## src/hw/rtl/fcd_pkg.sv

```systemverilog
// fcd_pkg: shared constants, command codes and result type of the framed command decoder
`default_nettype none

package fcd_pkg;

	localparam int unsigned RING_DEPTH_DEF = 10;
	localparam int unsigned CHAR_W         = 8;
	localparam int unsigned DIGIT_W        = 4;
	localparam int unsigned TIMEOUT_W      = 23;
	localparam int unsigned WIN_LEN        = 4;

	localparam logic [TIMEOUT_W-1:0] TIMEOUT_RESET = TIMEOUT_W'(15000);

	localparam logic [CHAR_W-1:0] CH_DELETE = 8'd127;
	localparam logic [CHAR_W-1:0] CH_OPEN   = 8'h23;
	localparam logic [CHAR_W-1:0] CH_CLOSE  = 8'h21;
	localparam logic [CHAR_W-1:0] CH_R      = 8'h52;
	localparam logic [CHAR_W-1:0] CH_S      = 8'h53;
	localparam logic [CHAR_W-1:0] CH_T      = 8'h54;
	localparam logic [CHAR_W-1:0] CH_N      = 8'h4E;
	localparam logic [CHAR_W-1:0] CH_E      = 8'h45;
	localparam logic [CHAR_W-1:0] CH_W      = 8'h57;
	localparam logic [CHAR_W-1:0] CH_0      = 8'h30;
	localparam logic [CHAR_W-1:0] CH_1      = 8'h31;
	localparam logic [CHAR_W-1:0] CH_7      = 8'h37;
	localparam logic [CHAR_W-1:0] CH_9      = 8'h39;

	typedef enum logic [1:0] {
		KIND_NONE,
		KIND_RESET,
		KIND_NEW_GAME,
		KIND_MOVE
	} cmd_kind_t;

	typedef struct packed {
		cmd_kind_t            kind;
		logic [DIGIT_W-1:0]   row;
		logic [DIGIT_W-1:0]   column;
		logic [DIGIT_W-1:0]   value;
		logic [TIMEOUT_W-1:0] alarm_ms;
	} cmd_t;

endpackage

`default_nettype wire

```

## src/hw/rtl/fcd_frame.sv

```systemverilog
// fcd_frame: character ring, frame window and command check for one character
`default_nettype none

module fcd_frame import fcd_pkg::*; #(
	parameter int unsigned RING_DEPTH = RING_DEPTH_DEF
) (
	input  logic                 clk,
	input  logic                 arst_n,
	input  logic                 advance,
	input  logic [CHAR_W-1:0]    rx_char,
	input  logic [TIMEOUT_W-1:0] idle_timeout_ms,
	output cmd_t                 cmd
);

	localparam int unsigned DW = $clog2(RING_DEPTH);

	// ring is kept rotated so that entry 0 is always the rear slot
	logic [CHAR_W-1:0] ring_q [RING_DEPTH];
	logic [CHAR_W-1:0] ring_d [RING_DEPTH];
	// the four characters after the frame front
	logic [CHAR_W-1:0] win_q [WIN_LEN];
	logic [CHAR_W-1:0] win_d [WIN_LEN];
	// distance from front to rear
	logic [DW-1:0]     dist_q, dist_d, dist_mid;
	logic              open_q, open_d, open_mid;
	logic              armed_q, armed_d;
	logic              is_del, is_open_ch, is_close;
	logic              pat_rst, pat_new, pat_digits, sum_ok;
	logic [2:0]        sum3;

	assign is_del     = (rx_char == CH_DELETE) && (dist_q != '0);
	assign is_open_ch = (rx_char == CH_OPEN);
	assign is_close   = (rx_char == CH_CLOSE);

	always_comb begin
		ring_d     = ring_q;
		win_d      = win_q;
		dist_d     = dist_q;
		open_d     = open_q;
		armed_d    = armed_q;
		open_mid   = open_q | is_open_ch;
		dist_mid   = is_open_ch ? '0 : dist_q;
		pat_rst    = 1'b0;
		pat_new    = 1'b0;
		pat_digits = 1'b0;
		sum3       = '0;
		sum_ok     = 1'b0;
		cmd          = '0;
		cmd.kind     = KIND_NONE;
		cmd.alarm_ms = idle_timeout_ms;
		if (is_del) begin
			dist_d    = dist_q - DW'(1);
			ring_d[0] = ring_q[RING_DEPTH-1];
			for (int i = 1; i < RING_DEPTH; i++) begin
				ring_d[i] = ring_q[i-1];
			end
		end else begin
			if (is_open_ch) begin
				for (int k = 0; k < WIN_LEN; k++) begin
					win_d[k] = ring_q[k+1];
				end
			end
			if (open_mid) begin
				for (int k = 0; k < WIN_LEN; k++) begin
					if (dist_mid == DW'(k + 1)) begin
						win_d[k] = rx_char;
					end
				end
				for (int i = 0; i < RING_DEPTH - 1; i++) begin
					ring_d[i] = ring_q[i+1];
				end
				ring_d[RING_DEPTH-1] = rx_char;
				dist_d = (dist_mid == DW'(RING_DEPTH - 1)) ? '0 : dist_mid + DW'(1);
			end
			open_d = open_mid;
			if (is_close) begin
				open_d  = 1'b0;
				pat_rst = (win_d[0] == CH_R) && (win_d[1] == CH_S) &&
					(win_d[2] == CH_T) && (win_d[3] == CH_CLOSE);
				pat_new = (win_d[0] == CH_N) && (win_d[1] == CH_E) &&
					(win_d[2] == CH_W) && (win_d[3] == CH_CLOSE);
				pat_digits = (win_d[0] >= CH_1) && (win_d[0] <= CH_9) &&
					(win_d[1] >= CH_1) && (win_d[1] <= CH_9) &&
					(win_d[2] >= CH_0) && (win_d[2] <= CH_9) &&
					(win_d[3] >= CH_0) && (win_d[3] <= CH_7);
				sum3   = win_d[0][2:0] + win_d[1][2:0] + win_d[2][2:0];
				sum_ok = (sum3 == win_d[3][2:0]);
				priority if (pat_rst) begin
					cmd.kind = KIND_RESET;
				end else if (pat_new) begin
					if (armed_q) begin
						cmd.kind = KIND_NEW_GAME;
						armed_d  = 1'b0;
					end
				end else if (pat_digits && sum_ok) begin
					cmd.kind   = KIND_MOVE;
					cmd.row    = win_d[0][DIGIT_W-1:0];
					cmd.column = win_d[1][DIGIT_W-1:0];
					cmd.value  = win_d[2][DIGIT_W-1:0];
				end else begin
					cmd.kind = KIND_NONE;
				end
			end
		end
	end

	always_ff @(posedge clk or negedge arst_n) begin
		if (!arst_n) begin
			for (int i = 0; i < RING_DEPTH; i++) begin
				ring_q[i] <= '0;
			end
			for (int k = 0; k < WIN_LEN; k++) begin
				win_q[k] <= '0;
			end
			dist_q  <= '0;
			open_q  <= 1'b0;
			armed_q <= 1'b1;
		end else if (advance) begin
			ring_q  <= ring_d;
			win_q   <= win_d;
			dist_q  <= dist_d;
			open_q  <= open_d;
			armed_q <= armed_d;
		end
	end

endmodule

`default_nettype wire

```

## src/hw/rtl/fcd_out_reg.sv

```systemverilog
// fcd_out_reg: result register holding one decoded command for the output channel
`default_nettype none

module fcd_out_reg import fcd_pkg::*; (
	input  logic clk,
	input  logic arst_n,
	input  logic in_valid,
	output logic in_ready,
	input  cmd_t in_cmd,
	output logic out_valid,
	input  logic out_ready,
	output cmd_t out_cmd
);

	logic valid_s2;
	cmd_t cmd_s2;

	assign in_ready  = !valid_s2 || out_ready;
	assign out_valid = valid_s2;
	assign out_cmd   = cmd_s2;

	always_ff @(posedge clk or negedge arst_n) begin
		if (!arst_n) begin
			valid_s2 <= 1'b0;
		end else if (in_ready) begin
			valid_s2 <= in_valid;
		end
	end

	always_ff @(posedge clk) begin
		if (in_valid && in_ready) begin
			cmd_s2 <= in_cmd;
		end
	end

endmodule

`default_nettype wire

```

## src/hw/rtl/framed_command_decoder_top.sv

```systemverilog
// framed_command_decoder_top: top level of the framed command decoder
//
// slave stream: one received character per transfer in s_tdata
// master stream: one decoded command per input character, kind in m_tuser,
//   move digits and idle alarm period in m_tdata
// cfg channel: writes the idle timeout; take it only while the block is idle
// data path: a character accepted into the input register has its result
//   registered in the result register, which drives the master side
// throughput: one character per cycle while m_tready does not stall the output;
//   ring, frame window and check are all updated in the cycle that moves a
//   character from the input register into the result register
// when m_tready is held low the result register keeps its command, the input
//   register still takes one more character if it is empty, then s_tready falls
// reset: ring and window cleared, no frame open, new game armed, timeout 15000
`default_nettype none

module framed_command_decoder_top import fcd_pkg::*; #(
	parameter int unsigned RING_DEPTH = RING_DEPTH_DEF
) (
	input  logic                 clk,
	input  logic                 arst_n,
	input  logic                 s_tvalid,
	output logic                 s_tready,
	input  logic [7:0]           s_tdata,   // [7:0] rx_char
	output logic                 m_tvalid,
	input  logic                 m_tready,
	output logic [39:0]          m_tdata,   // [3:0] move_row, [7:4] move_column,
	                                        // [11:8] move_value, [34:12] idle_alarm_ms
	output logic [1:0]           m_tuser,   // [1:0] command_kind
	input  logic                 cfg_valid,
	output logic                 cfg_ready,
	input  logic [TIMEOUT_W-1:0] cfg_data
);

	logic [TIMEOUT_W-1:0] timeout_q;
	logic                 valid_s1;
	logic [CHAR_W-1:0]    char_s1;
	logic                 res_ready;
	logic                 advance;
	cmd_t                 cmd_comb;
	cmd_t                 cmd_out;

	assign cfg_ready = 1'b1;
	assign advance   = valid_s1 && res_ready;
	assign s_tready  = !valid_s1 || res_ready;

	always_ff @(posedge clk or negedge arst_n) begin
		if (!arst_n) begin
			timeout_q <= TIMEOUT_RESET;
		end else if (cfg_valid && cfg_ready) begin
			timeout_q <= cfg_data;
		end
	end

	always_ff @(posedge clk or negedge arst_n) begin
		if (!arst_n) begin
			valid_s1 <= 1'b0;
		end else if (s_tready) begin
			valid_s1 <= s_tvalid;
		end
	end

	always_ff @(posedge clk) begin
		if (s_tvalid && s_tready) begin
			char_s1 <= s_tdata;
		end
	end

	fcd_frame #(
		.RING_DEPTH(RING_DEPTH)
	) u_frame (
		.clk            (clk),
		.arst_n         (arst_n),
		.advance        (advance),
		.rx_char        (char_s1),
		.idle_timeout_ms(timeout_q),
		.cmd            (cmd_comb)
	);

	fcd_out_reg u_out (
		.clk      (clk),
		.arst_n   (arst_n),
		.in_valid (valid_s1),
		.in_ready (res_ready),
		.in_cmd   (cmd_comb),
		.out_valid(m_tvalid),
		.out_ready(m_tready),
		.out_cmd  (cmd_out)
	);

	assign m_tuser = cmd_out.kind;
	assign m_tdata = {5'b0, cmd_out.alarm_ms, cmd_out.value, cmd_out.column, cmd_out.row};

`ifndef SYNTHESIS
	a_move_row: assert property (@(posedge clk) disable iff (!arst_n)
		m_tvalid && (m_tuser == KIND_MOVE) |-> (m_tdata[3:0] != 4'd0) && (m_tdata[3:0] <= 4'd9))
		else $error("move with row out of range");
	a_no_move_zero: assert property (@(posedge clk) disable iff (!arst_n)
		m_tvalid && (m_tuser != KIND_MOVE) |-> (m_tdata[11:0] == 12'd0))
		else $error("move digits set on a non-move command");
	a_alarm: assert property (@(posedge clk) disable iff (!arst_n)
		m_tvalid && !(cfg_valid && cfg_ready) |-> (m_tdata[34:12] == timeout_q))
		else $error("alarm period differs from timeout register");
	a_stall: assert property (@(posedge clk) disable iff (!arst_n)
		!s_tready |-> valid_s1 && m_tvalid && !m_tready)
		else $error("input stalled without output back-pressure");
`endif

endmodule

`default_nettype wire

```

## config.mk

```make
export PLATFORM = sky130hd
export DESIGN_NAME = framed_command_decoder_top
export DESIGN_NICKNAME = d
export VERILOG_FILES = /design/src/hw/rtl/fcd_pkg.sv /design/src/hw/rtl/fcd_frame.sv /design/src/hw/rtl/fcd_out_reg.sv /design/src/hw/rtl/framed_command_decoder_top.sv
export SDC_FILE = /design/constraint.sdc
export NUM_CORES = 1
export LEC_CHECK = 0
export BUFFER_PORTS_ARGS = -buffer_cell sky130_fd_sc_hd__buf_2
export CORE_MARGIN = 5
export CORE_UTILIZATION = 32
export DETAILED_ROUTE_END_ITERATION = 12
export HOLD_SLACK_MARGIN = 0.15
export REMOVE_ABC_BUFFERS = 1
export SLEW_MARGIN = 10
export SYNTH_ARGS = -nofsm -noshare
export SYNTH_HDL_FRONTEND = slang
export SYNTH_HIERARCHICAL = 1
export SYNTH_SLANG_ARGS = --single-unit
```

## constraint.sdc

```tcl
create_clock -name clk -period 10.4 [get_ports clk]
set_input_delay 0.52 -clock clk [delete_from_list [all_inputs] [get_ports clk]]
set_output_delay 0.52 -clock clk [all_outputs]
set_load 0.02 [all_outputs]
```

# ---- After elaboration in Yosys (flattened, before gate mapping)
# Index checks and enable logic that the tools add are counted.
dict set report classes {
  n_addsub 4
  order_cmp 8
  eq_ne 16
  muxes 18
  bitwise 5
  reduce_logical 29
}
# operator count
set op_table {}
lappend op_table {{two-way mux 80 bit} 2}
lappend op_table {{two-way mux 32 bit} 3}
lappend op_table {{equality test 8 x 7 -> 1 bit, second input constant} 7}
lappend op_table {{greater-or-equal comparator 8 x 6 -> 1 bit, second input constant} 4}
lappend op_table {{<= comparator 8 x 6 -> 1 bit, second input constant} 4}
lappend op_table {{two-way mux 8 bit} 4}
lappend op_table {{equality test 8 x 6 -> 1 bit, second input constant} 3}
lappend op_table {{logical AND 1 bit} 17}
lappend op_table {{two-way mux 4 bit} 4}
lappend op_table {{equality test 4 x 2 -> 1 bit, second input constant} 2}
lappend op_table {{adder 3 bit} 2}
lappend op_table {{two-way mux 2 bit} 3}
lappend op_table {{AND reduction 5 bit} 1}
lappend op_table {{OR reduction 5 bit} 1}
lappend op_table {{adder 4 x 1 -> 4 bit, second input constant} 1}
lappend op_table {{equality test 4 x 1 -> 1 bit, second input constant} 1}
lappend op_table {{equality test 4 x 3 -> 1 bit, second input constant} 1}
lappend op_table {{equality test 4 bit, second input constant} 1}
lappend op_table {{inverter 1 bit} 4}
lappend op_table {{AND reduction 2 bit} 2}
lappend op_table {{nonzero test 4 bit} 1}
lappend op_table {{subtractor 4 x 1 -> 4 bit, second input constant} 1}
lappend op_table {{equality test 3 bit} 1}
lappend op_table {{OR reduction 3 bit} 1}
lappend op_table {{other kinds (6)} 9}
dict set report totals {
  regBits 188
  inputBits 36
  output_inout_bits 45
  elab_cells 107
}

# ---- Longest topological paths before layout
# Gate-level depths: netlist (run 1).
dict set report depth {
  ltp_word 18
  mapped_depth 16
  depth_no_buf 12
}

# ---- By module
# The synthesis (run 1) kept the hierarchy.
# module n_inst cells_per_inst area_per_inst_um2
set modules_own_cells {}
lappend modules_own_cells {fcd_frame 1 779 7043.0}
lappend modules_own_cells {framed_command_decoder_top 1 69 1208.7}
lappend modules_own_cells {fcd_out_reg 1 41 1164.9}

# ---- Worst setup path before layout (run 1)
# No wires, ideal clock.
dict set report synth_path {
  kind {reg2reg}
  start {reg char_s1[4]}
  end {reg u_out.cmd_s2, in the netlist u_out/out_cmd[36] (data pin)}
  setup_ns 0.146
  t_arrival_ns 3.515
  required_ns 10.254
  slack_ns 6.738
  stages_incl_launch_ff 15
  n_path_buf 3
  synth_period_minus_slack_ns 3.662
  path_cell_list {edfxtp_1 buf_6 or4_4 buf_6 o22ai_1 o221ai_1 inv_1 fa_1 ha_1 xnor2_1 xnor2_1 xnor3_1 mux2_4 buf_6 o2bb2ai_1}
}
dict set report synth_via {
  elab_chain_cells 17
}
# element line
set synth_lines {}
lappend synth_lines {{from (decl)} framed_command_decoder_top.sv:37} ;# logic [CHAR_W-1:0] char_s1;
lappend synth_lines {{from (signal assigned)} framed_command_decoder_top.sv:65} ;# char_s1 <= s_tdata;
lappend synth_lines {{parallel branches: the longest is 17 deep, another holds adder 3 bit} --}
lappend synth_lines {{to (signal assigned)} fcd_out_reg.sv:32} ;# cmd_s2 <= in_cmd;
lappend synth_lines {{to (decl)} fcd_out_reg.sv:16} ;# cmd_t cmd_s2;
# Parallel ways; which one is timed is not known. The select of a mux whose other input is x is not followed.
# A chain may end at the register's enable or synchronous reset.

# ---- Worst setup path in the final report (run 1)
dict set report layout_path {
  start {reg char_s1[5]}
  end {reg u_out.cmd_s2, in the netlist u_out/out_cmd[36] (data pin)}
}
# Same word-level chain as after synthesis.

==> impl_metrics.csv, run 1 <==
group,metric,value,unit
timing,clock_skew,0.01243,ns
clocking,worst_skew_pair.late_latency,0.43,ns
placement,numPortBuffers,74,
clocking,cts_tree,"built",
timing,slew_viol_final,0,
detailed_routing,ant_nets,0,
clocking,cts_setup_buffers,0,
yosys,seq_area_frac_synth,0.5246,
layout,drive_gt1_frac,0.1939,
global_route,overflow,0,
global_route,globalRoute.busiestLayer,"met2",
yosys,ys.flop_type,"dfrtp_1",
global_route,grt_util_met3,0.03441,
power,swShare,0.3177,
timing,finalSetupTns,0,ns
timing,period_share,0.4254,
timing,grt_setup_unrepaired,"no",
worst_setup_path,path_class,"reg2reg",
timing,slew_headroom,0.3849,
clocking,cts_resized,0,
power,pwr-share-comb,0.216,
layout,antenna_cells,0,
floorplan,start_util,0.3263,
detailed_routing,via_per_inst,5.113,
power,peakVddDrop,113.9,uV
timing,setup_viol,0,
floorplan,fp.dieH,181.5,um
floorplan,core,0.02886,mm^2
timing,layout_min_cycle_time,4.424,ns
power,power_leakage,4.299,nW
worst_setup_path,critical_path_required,10.66,ns
detailed_routing,routed_wl,23210,um
clocking,clk_pin_slew,0.07,ns
clocking,cts_hold_buffers,0,
clocking,cts_buffers,17,
power,power.net_switching,0.6566,mW
power,power_density,198.0,mW/mm^2
floorplan,rows,62,
floorplan,die_x,181.5,um
yosys,synth_compound_area_frac,0.1407,
layout,nNetsFinal,940,
global_route,antenna_found_initial,0,
yosys,syn_area_per_cell,10.59,um^2
floorplan,io_pins,81,
flow_run,maxCapViolCount,0,
detailed_routing,first_pass_iters,5,
yosys,synth_xor_area_frac,0.006112,
global_route,track_usage,0.1403,
yosys,synthSimpleGateAreaFrac,0.1463,
global_route,grt_max_degree,149,
worst_setup_path,worst_setup_path_end_kind,"flip-flop",
layout,area_growth,10.82,%
worst_setup_path,worst_ep_arrival_time,4.68,ns
power,clkPwrFrac,0.325,
yosys,ys_async_sr_fraction,0.7606,
floorplan,dieArea,0.03296,mm^2
run_status,status,"complete, no violations",
clocking,clock_sinks,188,
yosys,synthMuxAreaShare,0.1100,
hold_path,hold_class,"in2async",
placement,placed_area,0.009803,mm^2
yosys,synth_edf_count,45,
yosys,synth_cells,889,
yosys,synth-seq-cells,188,
worst_setup_path,crit_path_start_kind,"flip-flop",
timing,tightest_slew,0.9226,ns
timing,final-hold-violation-count,0,
power,p_seq_frac,0.459,
yosys,synth_area,0.009417,mm^2
clocking,h-tree-depth,4,
detailed_routing,drc,0,
global_route,use_met2,0.2155,
clocking,cts_root_buf,"clkbuf_16",
layout,stdcell_area,0.01044,mm^2
global_route,grtUsageMet1,0.1987,
global_route,grt_pass1_vias,6469,
power,p_int,1.410,mW
clocking,cts.path.max_buffers,2,
yosys,ys_types,75,
layout,fin_util,0.3616,
placement,dp_hpwl,15930,um
yosys,synth_warnings,6,
global_route,grt_first_pass_wirelength,37300,um
worst_setup_path,crit_path_max_fanout,33,
yosys,synthAdderAreaFrac,0.006909,
detailed_routing,drtIter0Drc,592,
placement,globalplace.congestion,0.9171,
detailed_routing,post_drt_wl_per_cell,17.90,um
yosys,synth_top_family_by_area,"simple AND/OR/NAND/NOR gates",
detailed_routing,num_vias,6632,
timing,fmaxAchievable,0.2260,GHz
## power by group through the flow
| stage | Clock (mW) | Sequential [mW] | Combinational (mW) |
|---|---|---|---|
| 6_report | 0.671 | 0.949 | 0.446 |
| 5_1_grt | 0.724 | 0.961 | 0.493 |
| 4_1_cts | 0.689 | 0.947 | 0.446 |
| 3_5_place_dp | 0 | 0.960 | 0.444 |
| 3_3_place_gp | 0 | 0.958 | 0.442 |
| 2_1_floorplan | 0 | 0.945 | 0.314 |
## critical path, stage by stage (launching register included)
cell and delay [ns]:
edfxtp_1 0.73, and4b_1 0.48, nand2_4 0.27, o221ai_1 0.63, inv_1 0.14, fa_1 0.48
ha_1 0.31, xor2_1 0.17, nor4_2 0.25, nand4_2 0.46, o2bb2ai_1 0.33
## placed cells by master (no fill, tap or decap), types with 7 or more instances in the layout
cell type and n:
clkbuf_16 18, nor3_1 17, o22ai_1 9, nand3_1 12, inv_1 13, o31ai_1 7, nand2b_1 7, a31oi_1 7
nor3_2 7, dfrtp_1 135, o21ai_0 135, buf_2 73, mux2_2 24, edfxtp_1 45, mux2i_1 75, nor2_1 23
nand2_1 135, dfstp_2 8, a21oi_1 19, a22oi_1 11
## final timing paths
check / from / cells past startpoint / endpoint / slack, ns
min in group clk: s_tdata[7] / 1 / char_s1[7] / 0.28
hold reg to reg: timeout_q[16] / 0 / u_out/out_cmd[16] / 0.44
setup reg to reg: char_s1[5] / 10 / u_out/out_cmd[36] / 5.98
setup / recovery: char_s1[5] / 10 / u_out/out_cmd[36] / 5.98
hold / removal: arst_n / 1 / timeout_q[8] / 0.11
max in group asynchronous: arst_n / 2 / timeout_q[6] / 9.03
## cell usage after synthesis, drive strengths merged, types with 9 or more instances
| library cell | count | area (um^2) |
|---|---|---|
| o22ai | 9 | 56.30 |
| edfxtp | 45 | 1351 |
| nor3 | 26 | 187.7 |
| o21ai | 136 | 691.9 |
| nand3 | 12 | 60.06 |
| nand2 | 137 | 521.8 |
| mux2 | 25 | 285.3 |
| nor2 | 24 | 97.59 |
| inv | 13 | 48.80 |
| a22oi | 11 | 82.58 |
| a21oi | 19 | 95.09 |
| dfrtp | 135 | 3378 |
| clkbuf | 34 | 127.6 |
| mux2i | 75 | 750.7 |
| buf | 59 | 431.7 |
## flip-flops by register name, summed over array words and instances, names as in the netlist
register	cells
char_s1	8
u_frame/dist_q	4
timeout_q	23
u_frame/armed_q	1
u_frame/ring_q	80
u_frame/win_q	32
u_out/out_cmd	37
u_out/out_valid	1
u_frame/open_q	1
valid_s1	1
## per-stage QoR
stage	cells	hold WS (ns)	setup slack, ns	power, mW
2_1_floorplan	800	0.2244	-5.482	1.258
3_3_place_gp	1264	0.4264	6.122	1.400
3_5_place_dp	1264	0.4307	6.013	1.405
4_1_cts	1296	0.2112	5.985	2.081
5_1_grt	1297	0.2411	5.609	2.178
6_report	1297	0.1078	5.976	2.066
## cells by family (layout without fill, tap and decap cells)
family,Yosys count,in the layout
buf+inv,106,126
xor+xnor,5,5
fa+ha+maj,4,4
compound gates,225,225
other cells,2,6
mux,100,100
flops,188,188
simple gates,259,259
## routing by layer
| layer | vias to the layer above | routed length [um] |
|---|---|---|
| met5 | - | 0 |
| met4 | 0 | 392 |
| met3 | 27 | 1141 |
| met2 | 176 | 10870 |
| met1 | 3255 | 10810 |
| li1 | 3174 | - |
## final cells by class
| class | instances | area [um^2] |
|---|---|---|
| clock buffer | 22 | 485.5 |
| multi-input combinational | 599 | 3913 |
| fill | 2901 | 18420 |
| clock inverter | 10 | 126.4 |
| inverter | 13 | 48.80 |
| sequential | 188 | 4940 |
| timing repair buffer | 81 | 441.7 |
| tap | 384 | 480.5 |
Power figures use the tool's default switching activity.
==> inputs of run 2 (changes only) <==
Settings changed: ABC_AREA set to 1.
Clock period 10.4 ns to 4.2 ns, I/O delays scaled along.
==> impl_metrics.csv, run 2 <==
group,metric,value,unit
run_status,status,"complete, no violations",
global_route,grt_pass1_vias,7575,
yosys,ys_types,41,
global_route,overflow,0,
timing,finalSetupTns,0,ns
yosys,synth_warnings,6,
clocking,worst_skew_pair.late_latency,0.44,ns
hold_path,hold_class,"in2async",
global_route,track_usage,0.1431,
yosys,synth_area,0.009937,mm^2
power,peakVddDrop,271.1,uV
layout,fill_cells,3118,
yosys,ys_async_sr_fraction,0.7606,
worst_setup_path,crit_path_max_fanout,22,
timing,period_share,0.9199,
yosys,synth_cells,1193,
floorplan,die_x,186.2,um
clocking,clock_sinks,188,
timing,worst_slack,0.3363,ns
worst_setup_path,worst_ep_arrival_time,4.04,ns
detailed_routing,ant_nets,0,
timing,clock_skew,0.02206,ns
placement,post-place-ws,0.3490,ns
floorplan,dieArea,0.03468,mm^2
detailed_routing,num_vias,7853,
floorplan,start_util,0.3249,
floorplan,io_pins,81,
placement,dp_hpwl,17150,um
placement,globalplace.congestion,0.9205,
yosys,yosys-top-cells-count,"nand2_1 (312), inv_1 (153), o21ai_0 (138)",
detailed_routing,via_per_inst,4.742,
timing,tightest_slew,1.137,ns
detailed_routing,routed_wl,24450,um
worst_setup_path,critical_path_required,4.37,ns
clocking,cts.path.max_buffers,2,
worst_setup_path,cpPeakStageDelay,0.52,ns
yosys,ys.flop_type,"dfrtp_1",
floorplan,core,0.03059,mm^2
clocking,clk_pin_slew,0.08,ns
global_route,grt_first_pass_wirelength,39700,um
clocking,h-tree-depth,4,
layout,largest_register_ffs,80,
layout,final_cell_mix,"nand2_1 (312), inv_1 (152), o21ai_0 (137)",
layout,drive_gt1_frac,0.1683,
detailed_routing,drtIter0Drc,587,
power,power_density,576.0,mW/mm^2
worst_setup_path,cp_common_cell,"nand2_1",
yosys,syn_area_per_cell,8.329,um^2
worst_setup_path,path_cells,"nand2_2, nor2_4, nand2_4, nand2_2, nor2_4, nand2_4, nand2_1, nand2_1, fa_1, ha_1, xnor2_1, inv_1, nand2_1, nand2_1, nand2_1, nand2_1, nand2_1, nand2_1, inv_1, nor2_2, nand2_2, nor2_1",
clocking,cts_buffers,17,
timing,fmaxAchievable,0.2588,GHz
yosys,yosys.area.top_type,"dfrtp_1",
layout,layout_commonest_cell,"nand2_1",
timing,slew_headroom,0.2423,
power,power_leakage,5.022,nW
placement,numPortBuffers,74,
layout,antenna_cells,0,
clocking,cts_root_buf,"clkbuf_16",
clocking,cts_tree,"built",
flow_run,maxCapViolCount,0,
worst_setup_path,crit_path_start_kind,"flip-flop",
detailed_routing,first_pass_iters,5,
global_route,grt_max_degree,83,
timing,grt_setup_unrepaired,"no",
global_route,antenna_found_initial,0,
worst_setup_path,critPathSlowestCell,"edfxtp_1",
yosys,synth_area_leaders,"dfrtp_1 (34%), edfxtp_1 (14%), nand2_1 (12%)",
worst_setup_path,crit_buf_inv,2,
worst_setup_path,worst_setup_path_end_kind,"flip-flop",
layout,area_growth,14.15,%
yosys,synth_edf_count,45,
clocking,cts_setup_buffers,0,
yosys,synth-seq-cells,188,
detailed_routing,drc,0,
layout,regMostFlops,"u_frame/ring_q",
timing,setup_viol,0,
floorplan,fp.dieH,186.2,um
timing,slew_viol_final,0,
worst_setup_path,path_class,"reg2reg",
layout,nNetsFinal,1287,
worst_setup_path,critical-path-top-delay-family,"simple AND/OR/NAND/NOR gates",
floorplan,rows,64,
detailed_routing,post_drt_wl_per_cell,14.76,um
yosys,synth_most_common_cell,"nand2_1",
timing,final-hold-violation-count,0,
yosys,seq_area_frac_synth,0.4971,
yosys,synthDominantCellAreaShare,0.3400,
timing,layout_min_cycle_time,3.864,ns
==> run 2: changes by cell type after synthesis, sizes merged, moves of 42 or more <==
cell    delta
nand2    +196
nand3     +45
o21ai     +45
o211ai    +67
inv      +149
nor2      +42
mux2i     -75
==> run 2: worst paths after layout <==
check / startpoint / cells past startpoint / to / slack, ns
max: char_s1[0] / 22 / u_out/out_cmd[23] / 0.34
min in group clk: timeout_q[22] / 0 / u_out/out_cmd[22] / 0.44
max in group asynchronous: arst_n / 3 / u_frame/ring_q[68] / 2.82
min: arst_n / 2 / timeout_q[16] / 0.40
max reg2reg: char_s1[0] / 22 / u_out/out_cmd[23] / 0.34
min reg2reg: timeout_q[22] / 0 / u_out/out_cmd[22] / 0.44
==> run 2: layout make-up <==
cell class	count	area (um^2)	area share
clock buffers	17	425.4	0.03750
repair buffers	123	854.6	0.07534
clock inverters	15	193.9	0.01710
well taps	396	495.5	0.04368
inverters	164	620.6	0.05471
flip-flops and latches	188	4940	0.4355
multi-input cells	753	3814	0.3362
==> run 2: power breakdown <==
part           internal [mW]  leakage [nW]  total [mW]  switching [mW]
logic                  0.683          2.45        2.12            1.43
registers               2.43          2.27        2.78           0.349
clock network          0.815         0.299        1.64           0.823
==> run 2: timing repair <==
item / 4_1_cts / 5_1_grt
setup endpoints to repair: 0 / 6
hold endpoints to repair: 105 / 0
resized for setup: 0 / 2
hold buffers: 34 / 0
==> run 2: kinds of logic after synthesis <==
logic type / after synthesis / share of synthesized area
fa+ha+maj: 4 / 0.006547
compound gates: 267 / 0.1637
simple gates: 473 / 0.2065
xor+xnor: 3 / 0.002645
flops: 188 / 0.4971
buf+inv: 256 / 0.1228
other cells: 2 / 0.0007558
==> run 2: per-layer routing <==
metal / vias to the layer above / track usage / part of all wire
met1: 3681 / 0.1951 / 0.46
met5: - / 0 / 0
met2: 174 / 0.2237 / 0.46
li1: 3951 / - / -
met4: 0 / 0.06325 / 0.039
met3: 47 / 0.02606 / 0.042
==> run 2: worst reg2reg max path: stages (launching register included) <==
cell	delay, ns
edfxtp_1	0.52
nand2_2	0.19
nor2_4	0.07
nand2_4	0.24
nand2_2	0.11
nor2_4	0.29
nand2_4	0.20
nand2_1	0.11
nand2_1	0.11
fa_1	0.50
ha_1	0.22
xnor2_1	0.17
inv_1	0.06
nand2_1	0.08
nand2_1	0.05
nand2_1	0.07
nand2_1	0.05
nand2_1	0.05
nand2_1	0.06
inv_1	0.06
nor2_2	0.04
nand2_2	0.27
nor2_1	0.08
==> run 2: stage by stage <==
step | hold slack [ns] | total power [mW] | instance area, um^2 | util | std cells
2_1_floorplan | -0.08559 | 4.213 | 9350 | - | 1105
3_3_place_gp | 0.3279 | 4.861 | 10380 | 0.3393 | 1590
3_5_place_dp | 0.3276 | 4.887 | 10380 | 0.3393 | 1590
4_1_cts | 0.4369 | 6.588 | 11340 | 0.3707 | 1656
5_1_grt | 0.4572 | 7.044 | 11340 | 0.3708 | 1656
6_report | 0.3979 | 6.534 | 11340 | 0.3708 | 1656
